**config.mk**
```make
export PLATFORM = sky130hd
export DESIGN_NAME = vcpi_port_regs
export DESIGN_NICKNAME = d
export VERILOG_FILES = /design/src/rtl/assert_macros.svh /design/src/rtl/vcpi_pkg.sv /design/src/rtl/vcpi_port_regs.sv
export SDC_FILE = /design/constraint.sdc
export NUM_CORES = 1
export LEC_CHECK = 0
export BUFFER_PORTS_ARGS = -buffer_cell sky130_fd_sc_hd__buf_2
export CAP_MARGIN = 30
export CORE_ASPECT_RATIO = 0.8
export CORE_MARGIN = 2
export CORE_UTILIZATION = 54
export DETAILED_ROUTE_END_ITERATION = 16
export GPL_ROUTABILITY_DRIVEN = 0
export PLACE_DENSITY = 0.82
export SLEW_MARGIN = 20
export SYNTH_ARGS = -nofsm -noshare
export SYNTH_HDL_FRONTEND = slang
export SYNTH_SLANG_ARGS = --single-unit
```
**constraint.sdc**
```tcl
create_clock -name clk_i -period 2.1 [get_ports clk_i]
set_input_delay 0.42 -clock clk_i [delete_from_list [all_inputs] [get_ports clk_i]]
set_output_delay 0.42 -clock clk_i [all_outputs]
set_load 0.01 [all_outputs]
```
**src/rtl/assert_macros.svh**
```systemverilog
// Assertion macros shared by the RTL; they compile to nothing under synthesis.
`ifndef ASSERT_MACROS_SVH
`define ASSERT_MACROS_SVH
`ifndef SYNTHESIS
`define VCPI_ASSERT(name, prop, msg) \
  name: assert property (@(posedge clk_i) disable iff (!rst_ni) prop) else $error(msg);
`define VCPI_ASSERT_NEVER(name, expr, msg) \
  name: assert property (@(posedge clk_i) disable iff (!rst_ni) !(expr)) else $error(msg);
`else
`define VCPI_ASSERT(name, prop, msg)
`define VCPI_ASSERT_NEVER(name, expr, msg)
`endif
`endif

```
**src/rtl/vcpi_pkg.sv**
```systemverilog
// Shared types and constants of the display card port interface.
`timescale 1ns / 1ps
package vcpi_pkg;

  localparam int unsigned CtrlRegCount = 16;
  localparam int unsigned CtrlRegDepth = 16;
  localparam int unsigned ScreenDepth  = 2048;
  localparam int unsigned ScreenAw     = $clog2(ScreenDepth);

  // Port codes (low nibble of the I/O address).
  localparam logic [3:0] PortAddrLow  = 4'h0;
  localparam logic [3:0] PortAddrHigh = 4'h1;
  localparam logic [3:0] PortChar     = 4'h2;
  localparam logic [3:0] PortAttr     = 4'h3;
  localparam logic [3:0] PortCtrlIdx  = 4'h8;
  localparam logic [3:0] PortCtrlData = 4'h9;

  localparam logic OpRead  = 1'b0;
  localparam logic OpWrite = 1'b1;

  localparam logic [7:0] ByteIdle = 8'hFF;

  typedef enum logic [1:0] {
    SelImm,
    SelChar,
    SelAttr
  } vcpi_sel_e;

  typedef struct packed {
    logic                rd_en;
    logic                wr_char;
    logic                wr_attr;
    logic [ScreenAw-1:0] addr;
    logic [7:0]          char_data;
    logic [7:0]          attr_data;
  } vcpi_mem_req_t;

  typedef struct packed {
    vcpi_sel_e  sel;
    logic [7:0] imm;
  } vcpi_rsp_t;

endpackage

```
**src/rtl/vcpi_port_regs.sv**
```systemverilog
// Port decode, latch registers and display-controller register file.
`timescale 1ns / 1ps
module vcpi_port_regs (
  input  logic                    clk_i,
  input  logic                    rst_ni,
  input  logic                    accept_i,
  input  logic                    op_i,
  input  logic [3:0]              port_i,
  input  logic [7:0]              write_data_i,
  output vcpi_pkg::vcpi_mem_req_t mem_req_o,
  output vcpi_pkg::vcpi_rsp_t     rsp_o
);
  import vcpi_pkg::*;

  logic [7:0] addr_low_q, addr_high_q, char_latch_q, attr_latch_q;
  logic [4:0] ctrl_idx_q;
  logic [7:0] ctrl_regs_q [CtrlRegDepth];

  logic is_wr;
  logic ctrl_wr_ok;

  assign is_wr      = accept_i && (op_i == OpWrite);
  assign ctrl_wr_ok = (ctrl_idx_q < 5'(CtrlRegCount));

  always_comb begin
    mem_req_o           = '0;
    mem_req_o.addr      = {addr_high_q[2:0], addr_low_q};
    mem_req_o.char_data = char_latch_q;
    mem_req_o.attr_data = attr_latch_q;
    rsp_o.sel           = SelImm;
    rsp_o.imm           = '0;
    if (op_i == OpWrite) begin
      if (port_i == PortAddrLow) begin
        // Store uses the new low byte.
        mem_req_o.addr = {addr_high_q[2:0], write_data_i};
        if (addr_high_q[7]) begin
          mem_req_o.wr_char = accept_i && addr_high_q[6];
          mem_req_o.wr_attr = accept_i && addr_high_q[5];
        end
      end
    end else begin
      case (port_i)
        PortChar: begin
          if (addr_high_q[7]) begin
            rsp_o.imm = ByteIdle;
          end else begin
            rsp_o.sel       = SelChar;
            mem_req_o.rd_en = accept_i;
          end
        end
        PortAttr: begin
          if (addr_high_q[7]) begin
            rsp_o.imm = ByteIdle;
          end else begin
            rsp_o.sel       = SelAttr;
            mem_req_o.rd_en = accept_i;
          end
        end
        PortCtrlIdx:  rsp_o.imm = {3'b000, ctrl_idx_q};
        PortCtrlData: rsp_o.imm = ctrl_regs_q[ctrl_idx_q[3:0]];
        default:      rsp_o.imm = ByteIdle;
      endcase
    end
  end

  always_ff @(posedge clk_i or negedge rst_ni) begin
    if (!rst_ni) begin
      addr_low_q   <= '0;
      addr_high_q  <= '0;
      char_latch_q <= '0;
      attr_latch_q <= '0;
      ctrl_idx_q   <= '0;
      for (int i = 0; i < CtrlRegDepth; i++) begin
        ctrl_regs_q[i] <= '0;
      end
    end else if (is_wr) begin
      case (port_i)
        PortAddrLow:  addr_low_q   <= write_data_i;
        PortAddrHigh: addr_high_q  <= write_data_i;
        PortChar:     char_latch_q <= write_data_i;
        PortAttr:     attr_latch_q <= write_data_i;
        PortCtrlIdx:  ctrl_idx_q   <= write_data_i[4:0];
        PortCtrlData: begin
          if (ctrl_wr_ok) begin
            ctrl_regs_q[ctrl_idx_q[3:0]] <= write_data_i;
          end
        end
        default: ;
      endcase
    end
  end

endmodule

```
Yosys cells after proc, flatten, opt, wreduce, memory -nomap -nowiden

Cells that the tools add are included.

Bitwise operators: 1
Magnitude comparators: 3
Reductions and logical operators: 12
Mux-type cells: 18
Eq/ne operators: 5

Operator list:

| kind                                                       | count |
|---|---|
| bitwise mux 128 bit                                        | 1 |
| binary-select mux 8 bit (select 4 bit)                     | 1 |
| demux 8 bit (select 4 bit)                                 | 1 |
| 2-to-1 mux 8 bit                                           | 4 |
| 2-to-1 mux 13 bit                                          | 2 |
| one-hot mux 8 bit (3 select lines)                         | 1 |
| 2-to-1 mux 10 bit                                          | 1 |
| AND reduction 2 bit                                        | 5 |
| == test 4 x 2 -> 1 bit, second input constant              | 2 |
| == test 4 bit, second input constant                       | 2 |
| greater-or-equal comparator 5 bit, second input constant   | 1 |
| less-than comparator 5 x 1 -> 1 bit, second input constant | 1 |
| less-than comparator 5 bit, second input constant          | 1 |
| NOT 4 -> 5 bit                                             | 1 |
| == test 4 x 1 -> 1 bit, second input constant              | 1 |
| logical AND 1 bit                                          | 4 |
| logical NOT 4 bit                                          | 1 |
| 2-to-1 mux 1 bit                                           | 4 |
| 2-to-1 mux 2 bit                                           | 2 |
| one-hot mux 2 bit (2 select lines)                         | 1 |
| AND reduction 3 bit                                        | 1 |
| OR reduction 2 bit                                         | 1 |

Output and inout port bits: 40
Logic and storage cells: 60
Bits of input ports: 16
Flip-flop bits (word level): 165

Logic depth before layout (Yosys ltp)

Gate-level depths: netlist (run 1).

Depth in word-level cells: 6
Mapped depth: 6

Least setup slack after synthesis (run 1)

Ideal clock, no wire load.

Path type: reg2out
Start point: register ctrl_idx_q[0]
End point: output rsp_o[6] (netlist name)
Data arrival time: 1.900 ns
Buffers on the path: 2
Cell stages (with the launch flop): 7
Setup slack: -0.220 ns
Cells stage by stage: dfrtp_1 > buf_2 > buf_2 > mux4_2 > a22oi_1 > nand2_1 > a21o_1

RTL lines:

| what                     | RTL line             | text |
|---|---|---|
| start: declaration       | vcpi_port_regs.sv:16 | `logic [4:0] ctrl_idx_q;` |
| start signal: assignment | vcpi_port_regs.sv:82 | `PortCtrlIdx: ctrl_idx_q <= write_data_i[4:0];` |
| end: declaration         | vcpi_port_regs.sv:11 | `output vcpi_pkg::vcpi_rsp_t rsp_o` |

==> impl_results.md, run 1 <==
* Placed Area at 0.00835 sq mm
* P_leak at 0.00449 uW
* Largest area contributor in the netlist: dfrtp_1
* Asr flop ratio synth at 100%
* Worst setup path class: reg2out
* Netlist cell types at 39
* Met1 usage at 36.7%
* Slew Limit Fails at 0
* Slew HR at 58.8%
* FF+latch count, synth at 163
* Crit path launch type: register
* CTS root buf: clkbuf_16
* Net count after synthesis at 518
* DR DRC count at 0
* Final Hold Vio Count at 0
* Peak Freq at 364 MHz
* Nets at 610
* Synth Cell Area at 0.00756 sq mm
* R2R cell count at 6
* Switching pwr at 2130 uW
* Pre-CTS WS at -0.197 ns
* Syn-to-layout area delta at 20.8%
* Initial core utilization at 55.6%
* ANT nets after route at 0
* Int Power at 5760 uW
* Ranking of synthesized cells by area: dfrtp_1, mux2_2, mux4_2, nand2_2, a22oi_1
* Max-Cap Viols at 0
* Top FF cell, synth: dfrtp_1
* Crit-path slowest cell: mux4_2
* Yosys Warn Count at 0
* Post-route clock period utilization at 131%
* CTS Buf Count at 17
* Post-DR vias/cell at 6.11
* CP Capture Type: output pin
* CP Data Arrival Time at 2.33 ns
* First-iteration detailed-routing DRC count at 401
* Final Skew at 0.00710 ns
* Clock transition at path regs at 0.06 ns
* Synthesized area per cell at 15.1 sq um
* Clock Power Share at 38.5%
* EDFF count, synth at 0
* GRT overflow at 0
* Row count at 38
* Drt first pass iters at 4
* CTS sink cnt at 163
* Endpoints failing setup at 8
* Detailed-route wire length at 18400 um
* Met3 Usage GRT at 6.92%
* Data required time of the critical path at 1.68 ns
* Chip height at 110 um
* GRT Max-Usage Layer: met2
* Vias at 4806
* H-tree levels at 4
* Max incr delay on CP at 0.48 ns
* Gate power share at 17.2%
* Worst-path fanout max at 6
* Vias in the first global route at 5251
* Top-Level Pins at 56
* I/O Buffers at 55
* Crit path cell chain: buf_6 > buf_4 > mux4_2 > a22oi_1 > nand2_1 > a211o_1 > buf_2
* Antenna violations before repair at 0
* CTS Buffer Depth at 2
* Largest net degree at the start of global routing at 63
* Area of the core at 0.0136 sq mm
* Worst R2R Setup Slack at 0.17 ns
* CTS tree: done
* Sw Ratio at 27.0%
* Ant diodes at 0
* Worst hold start: ctrl_regs_q[99]$_DFFE_PN0P_
* Sequential area share after synthesis at 54.0%
* Synthesized instance count at 502
* Drt wl/cell at 23.4 um
* Worst r2r src: ctrl_idx_q[1]$_DFFE_PN0P_
* Total Routing Usage GR at 26.9%
* CP Launch Point: ctrl_idx_q[0]$_DFFE_PN0P_
* Top-area cell type share of the netlist area at 54.0%
* Violated checks: negative setup slack
* Actual slew at the worst max-slew pin at 0.616 ns
* Fin crit period at 2.75 ns
* Routing usage on met2 at 43.0%
* Share of post-route cells with drive strength above 1 at 60.8%
* Post-route cell area at 0.00913 sq mm
* RSZ-0062 raised after global routing: true
* Worst-Skew Late Latency at 0.42 ns
* DP HPWL at 11900 um
* Die width at 136 um
* CP endpoint: rsp_o[0]
* Hold crit path type: reg2reg
* Final critical-path setup slack at -0.650 ns
* Seq pwr share at 44.3%
* Status: finished, violations left
* Reg-to-reg critical path endpoint: ctrl_regs_q[116]$_DFFE_PN0P_
* Global-route wire length before repair at 29400 um
* PD cells at 863 mW/mm^2
* VDD IR max at 0.610 mV
* Die area at 0.0150 sq mm
==> worst min-delay path by stage <==
stage	to	slack, ns	cells past startpoint
after floorplan	addr_high_q[0]$_DFFE_PN0P_	0.12	0
after global placement	attr_latch_q[2]$_DFFE_PN0P_	0.43	1
after detailed placement	char_latch_q[2]$_DFFE_PN0P_	0.44	1
after CTS	ctrl_regs_q[99]$_DFFE_PN0P_	0.49	1
after global routing	ctrl_regs_q[99]$_DFFE_PN0P_	0.51	1
final	ctrl_regs_q[99]$_DFFE_PN0P_	0.49	1
==> sequential cells by signal, summed over array words and instances, names as in the netlist <==
register and cells:
char_latch_q 8, addr_high_q 6, addr_low_q 8, ctrl_regs_q 128
ctrl_idx_q 5, attr_latch_q 8
==> power groups by stage <==
| stage | clock, uW | combinational (uW) | sequential [uW] |
|---|---|---|---|
| 2_1_floorplan | 0 | 720 | 3530 |
| 3_3_place_gp | 0 | 1190 | 3520 |
| 3_5_place_dp | 0 | 1230 | 3540 |
| 4_1_cts | 3070 | 1320 | 3490 |
| 5_1_grt | 3230 | 1450 | 3520 |
| 6_report | 3030 | 1360 | 3500 |
==> kinds of logic (layout without fill, tap and decap cells) <==
group	Yosys count	count (layout)	synth area share [%]
flops	163	163	54.0
mux	205	205	34.9
compound gates	26	26	2.67
simple gates	71	71	6.34
buf+inv	37	142	2.09
==> timing repair <==
action / in CTS / in global routing
hold buffers: 1 / 0
setup buffers: 3 / 3
hold endpoints to repair: 6 / 0
resized for setup: 13 / 11
setup endpoints to repair: 14 / 20
pin swaps: 10 / 2
cloned: 1 / 0
==> routing by layer <==
| layer | vias up | part of all wire [%] |
|---|---|---|
| li1 | 2065 | - |
| met1 | 2538 | 43 |
| met2 | 171 | 49 |
| met3 | 32 | 6.6 |
| met4 | 0 | 1.7 |
| met5 | - | 0 |
==> stage by stage <==
step	util [%]	setup TNS, ns	power (uW)	std cells	hold WS [ns]
2_1_floorplan	-	-0.00346	4250	502	0.124
3_3_place_gp	61.4	-13.69	4710	747	0.430
3_5_place_dp	61.4	-17.42	4770	747	0.440
4_1_cts	66.6	-4.76	7890	784	0.495
5_1_grt	67.2	-5.43	8190	787	0.509
6_report	67.2	-4.87	7890	787	0.490
==> synthesized netlist by cell type, types with 3 or more instances <==
library cell  count
nand3b_1          3
a22oi_1          12
mux2_2          163
nor4_4            3
nand2_2          16
mux2i_1           4
nor2_1            6
nor4b_1           4
nand2_1          12
nand2b_1          5
clkbuf_1         23
dfrtp_1         163
nand3_1           3
buf_2             6
o2111ai_1         3
mux4_2           30
buf_1             4
mux2_1            8
a211o_1           3
buf_4             3
nor2b_1           4
a21o_1            3
==> cell usage in the layout, fill, tap and decap left out, types with 2 or more instances in the layout <==
master,n
a21o_1,3
nor2b_1,3
nand3_1,3
buf_12,8
a22oi_2,9
nor4b_1,4
o2111ai_1,2
clkinv_4,5
and3_1,2
nand3b_1,3
a22oi_1,3
buf_6,9
clkbuf_16,17
nand2_1,12
dfrtp_1,162
mux2_1,8
nor4_4,3
nand2_2,16
mux4_2,30
buf_2,52
clkbuf_8,2
and2_1,2
nor2_1,6
clkinvlp_4,2
buf_4,38
a211o_1,3
inv_8,2
mux2_2,162
nand2b_1,5
mux2i_1,4
nor4_1,2
==> critical path: cells and delay by family (launching register included) <==
family / cells / cell delay, ns
and+or+nand+nor: 1 / 0.10
muxes: 1 / 0.48
AOI/OAI and AO/OA: 2 / 0.44
DFF: 1 / 0.44
buffers and inverters: 3 / 0.43
==> cell type report <==
type	instances	area, sq um
flip-flops and latches	163	4080
repair buffers	109	845
clock buffers	20	457
clock inverters	12	125
inverters	1	3.75
well taps	180	225
fillers	951	4460
multi-input cells	302	3400
No activity file was read; power rests on OpenSTA's default activity.
==> inputs of run 2 (changes only) <==
--- a/config.mk
+++ b/config.mk
@@ -5,14 +5,15 @@
 export SDC_FILE = /design/constraint.sdc
 export NUM_CORES = 1
 export LEC_CHECK = 0
+export ABC_AREA = 1
 export BUFFER_PORTS_ARGS = -buffer_cell sky130_fd_sc_hd__buf_2
 export CAP_MARGIN = 30
 export CORE_ASPECT_RATIO = 0.8
 export CORE_MARGIN = 2
-export CORE_UTILIZATION = 54
+export CORE_UTILIZATION = 55
 export DETAILED_ROUTE_END_ITERATION = 16
 export GPL_ROUTABILITY_DRIVEN = 0
-export PLACE_DENSITY = 0.82
+export PLACE_DENSITY = 0.83
 export SLEW_MARGIN = 20
 export SYNTH_ARGS = -nofsm -noshare
 export SYNTH_HDL_FRONTEND = slang
==> run 2 against run 1 <==
Net effect:
- the run still ends with negative setup slack left
- non-clock buffer count is 4 higher
- combinational power is 14% higher
- power is 2.4% higher
- utilization is 0.22 points higher
- flip-flop and latch count stayed put
- synthesized cell count is 100% higher
- fmax is 12% higher
- sequential power hardly changed
- clock-buffer cell count is 3 lower
- register-to-register slack better by 0.30 ns
- cell area is 1.4% higher
- largest cell class unchanged
- highest routed layer is now met5
==> impl_results.md, run 2 <==
* Detailed-route wire length at 22800 um (was 18400 um)
* Net count after synthesis at 1021 (was 518)
* CTS Buffer Depth at 2 (unchanged)
* Violated checks: negative setup slack (unchanged)
* Worst Hold Depth at 2 (was 1)
* Vias at 7166 (was 4806)
* Sw Ratio at 30.7% (was 27.0%)
* I/O Buffers at 55 (unchanged)
* R2R cell count at 7 (was 6)
* Worst R2R Setup Slack at 0.47 ns (was 0.17 ns)
* Syn-to-layout area delta at 18.5% (was 20.8%)
* Largest area contributor in the netlist: dfrtp_1 (unchanged)
* Crit-path slowest cell: dfrtp_2 (was mux4_2)
* Slew Limit Fails at 0 (unchanged)
* Peak Freq at 407 MHz (was 364 MHz)
* Initial core utilization at 56.9% (was 55.6%)
* Yosys Warn Count at 0 (unchanged)
* Gate power share at 19.2% (was 17.2%)
* Max reg flops at 128 (unchanged)
* Total Routing Usage GR at 30.6% (was 26.9%)
* Crit path cell chain: buf_8 > buf_16 > nand2_1 > nand2_1 > nand2_1 > nand2_1 > nand2_1 > nand2_1 > o21ai_0 > a21oi_1 > buf_2 (was buf_6 > buf_4 > mux4_2 > a22oi_1 > nand2_1 > a211o_1 > buf_2)
* Pre-CTS WS at 0.0533 ns (was -0.197 ns)
* Commonest non-fill, non-tap cell in the layout: nand2_1
* CTS root buf: clkbuf_16 (unchanged)
* CTS Buf Count at 17 (unchanged)
* Drt wl/cell at 18.1 um (was 23.4 um)
* Data required time of the critical path at 1.68 ns (about the same)
* Worst-Skew Late Latency at 0.43 ns (was 0.42 ns)
* Max-Cap Viols at 0 (unchanged)
* Clock transition at path regs at 0.06 ns (about the same)
* Hold crit path type: reg2reg (unchanged)
* Nets at 1084 (was 610)
* Netlist cell types at 20 (was 39)
* Clock Power Share at 37.6% (was 38.5%)
* Top-Level Pins at 56 (unchanged)
* Reg-to-reg critical path endpoint: ctrl_regs_q[8]$_DFFE_PN0P_ (was ctrl_regs_q[116]$_DFFE_PN0P_)
* Endpoints failing setup at 8 (unchanged)
* Drt first pass iters at 5 (was 4)
* DR DRC count at 0 (unchanged)
* EDFF count, synth at 0 (unchanged)
* CP Data Arrival Time at 2.03 ns (was 2.33 ns)
* Final Hold Vio Count at 0 (unchanged)
* Largest net degree at the start of global routing at 96 (was 63)
* Synth Cell Area at 0.00781 sq mm (was 0.00756 sq mm)
* Top post-synthesis cells by count: nand2_1, o21ai_0, dfrtp_1, clkbuf_1, inv_1 (was dfrtp_1, mux2_2, mux4_2, clkbuf_1, nand2_2)
* Min-Delay Endpoint: addr_high_q[0]$_DFFE_PN0P_ (was ctrl_regs_q[99]$_DFFE_PN0P_)
* Slew HR at 65.6% (was 58.8%)
* Die width at 137 um (was 136 um)
* P_leak at 0.00477 uW (was 0.00449 uW)
* Chip height at 111 um (was 110 um)
* Switching pwr at 2480 uW (was 2130 uW)
* Int Power at 5590 uW (was 5760 uW)
* Final TNS setup at -2.55 ns (was -4.87 ns)
* Worst hold start: addr_high_q[0]$_DFFE_PN0P_ (was ctrl_regs_q[99]$_DFFE_PN0P_)
* Placed Area at 0.00837 sq mm (was 0.00835 sq mm)
* CP Capture Type: output pin (unchanged)
* Synthesized area per cell at 7.77 sq um (was 15.1 sq um)
* Worst hold slack at 0.484 ns (was 0.490 ns)
* Commonest non-fill, non-tap cells in the layout: nand2_1, o21ai_0, dfrtp_1 (was mux2_2, dfrtp_1, buf_2)
* DP HPWL at 13600 um (was 11900 um)
* Post-route clock period utilization at 117% (was 131%)
* Post-DR vias/cell at 5.68 (was 6.11)
* Area of the core at 0.0137 sq mm (was 0.0136 sq mm)
* Worst-path fanout max at 12 (was 6)
* Ranking of synthesized cells by area: dfrtp_1, nand2_1, o21ai_0, nand4_4, clkbuf_1 (was dfrtp_1, mux2_2, mux4_2, nand2_2, a22oi_1)
* Final Skew at 0.00951 ns (was 0.00710 ns)
* Count leader, synth: nand2_1
* RSZ-0062 raised after global routing: true (unchanged)
* Largest Register: ctrl_regs_q (unchanged)
* CTS sink cnt at 163 (unchanged)
* H-tree levels at 4 (unchanged)
* Global-route wire length before repair at 35400 um (was 29400 um)
* Worst r2r src: ctrl_idx_q[2]$_DFFE_PN0P_ (was ctrl_idx_q[1]$_DFFE_PN0P_)
* Die area at 0.0152 sq mm (was 0.0150 sq mm)
* Actual slew at the worst max-slew pin at 0.517 ns (was 0.616 ns)
* Max incr delay on CP at 0.44 ns (was 0.48 ns)
* Worst setup path class: reg2out (unchanged)
* Fin crit period at 2.45 ns (was 2.75 ns)
* Vias in the first global route at 6699 (was 5251)
* Final critical-path setup slack at -0.354 ns (was -0.650 ns)
* Seq pwr share at 43.2% (was 44.3%)
* PD cells at 872 mW/mm^2 (was 863 mW/mm^2)
* Status: finished, violations left (unchanged)
* Post-route cell area at 0.00926 sq mm (was 0.00913 sq mm)
* Top-area cell type share of the netlist area at 52.2% (was 54.0%)
* Top cell by count, worst path: nand2_1
* Crit path launch type: register (unchanged)
* Share of post-route cells with drive strength above 1 at 16.5% (was 60.8%)
* Delay-heaviest family, CP: buffers and inverters (was multiplexers)
* Top FF cell, synth: dfrtp_1 (unchanged)
* FF+latch count, synth at 163 (unchanged)
* Row count at 38 (unchanged)
* Buf+Inv Stages, Crit Path at 3 (unchanged)
* VDD IR max at 0.633 mV (was 0.610 mV)
* Sequential area share after synthesis at 52.2% (was 54.0%)
* Synthesized instance count at 1005 (was 502)
* First-iteration detailed-routing DRC count at 818 (was 401)
* Antenna violations before repair at 2 (was 0)
* ANT nets after route at 0 (unchanged)
* CTS tree: done (unchanged)
* GRT overflow at 0 (unchanged)
* Asr flop ratio synth at 100% (unchanged)
## run 2: cell types whose count changed after synthesis, moves of 10 or more
cell / before / now
o21ai_0: 0 / 175
nand2_1: 12 / 520
mux2_2: 163 / 0
nand2_2: 16 / 0
clkbuf_1: 23 / 35
mux4_2: 30 / 0
a22oi_1: 12 / 0
nand4_4: 0 / 10
buf_6: 0 / 10
inv_1: 1 / 23
## run 2: cell families (layout without fill, tap and decap cells)
| kind of cell | count (synthesis) | count (layout) | share of synthesized area (%) |
|---|---|---|---|
| AO/OA/AOI/OAI | 192 | 192 | 12.3 |
| buffers and inverters | 94 | 170 | 6.07 |
| flip-flops | 163 | 163 | 52.2 |
| other | 0 | 1 | 0 |
| AND/OR/NAND/NOR | 556 | 556 | 29.4 |
## run 2: area by class of cell
type,count,area (sq um)
Antenna cell,1,2.50
Clock buffer,17,425
Clock inverter,15,150
Fill cell,1079,4480
Inverter,25,98.8
Multi-Input combinational cell,748,3310
Sequential cell,163,4080
Tap cell,180,225
Timing Repair Buffer,113,968
## run 2: routing by layer
metal | part of all wire (%) | GRT usage [%] | vias up | routed length [um]
li1 | - | - | 3322 | -
met4 | 2.2 | 10.5 | 2 | 496
met3 | 12 | 11.4 | 53 | 2670
met1 | 42 | 43.0 | 3395 | 9510
met2 | 44 | 43.6 | 394 | 10200
met5 | 0.057 | 0 | - | 13
## run 2: metrics by stage
stage	utilization [%]	instances	total power [uW]
final	67.4	1262	8080
after global routing	67.4	1261	8380
after CTS	66.5	1254	7960
after detailed placement	60.9	1213	4810
after global placement	60.9	1213	4780
after floorplan	-	1005	4230
## run 2: tightest hold or removal path, stage by stage (launching register included)
cell and delay (ns):
dfrtp_1 0.34, nand2_1 0.05, o21ai_0 0.06
## run 2: what timing repair did
| action | in CTS | in global routing |
|---|---|---|
| endpoints found under the setup margin | 8 | 8 |
| endpoints found under the hold margin | 2 | 0 |
| pin swaps | 6 | 6 |
| hold buffers | 1 | 0 |
| gates cloned | 3 | 3 |
| buffers inserted | 6 | 5 |
| resized for setup | 20 | 18 |
## run 2: how the worst max path moves through the flow
stage,end,cells after the start,from,slack [ns]
after floorplan,rsp_o[3],9,ctrl_idx_q[1]$_DFFE_PN0P_,0.08
after global placement,rsp_o[4],8,port_i[0],0.06
after detailed placement,ctrl_regs_q[73]$_DFFE_PN0P_,9,port_i[0],0.05
after CTS,rsp_o[2],11,ctrl_idx_q[0]$_DFFE_PN0P_,-0.34
after global routing,rsp_o[7],11,ctrl_idx_q[0]$_DFFE_PN0P_,-0.42
final,rsp_o[7],11,ctrl_idx_q[0]$_DFFE_PN0P_,-0.35
## run 2: power by group through the flow
stage	Combinational (uW)	Sequential (uW)	Clock, uW
finish	1550	3490	3040
global route	1670	3510	3210
CTS	1440	3480	3050
detailed placement	1280	3530	0
global placement	1250	3520	0
floorplan	701	3530	0
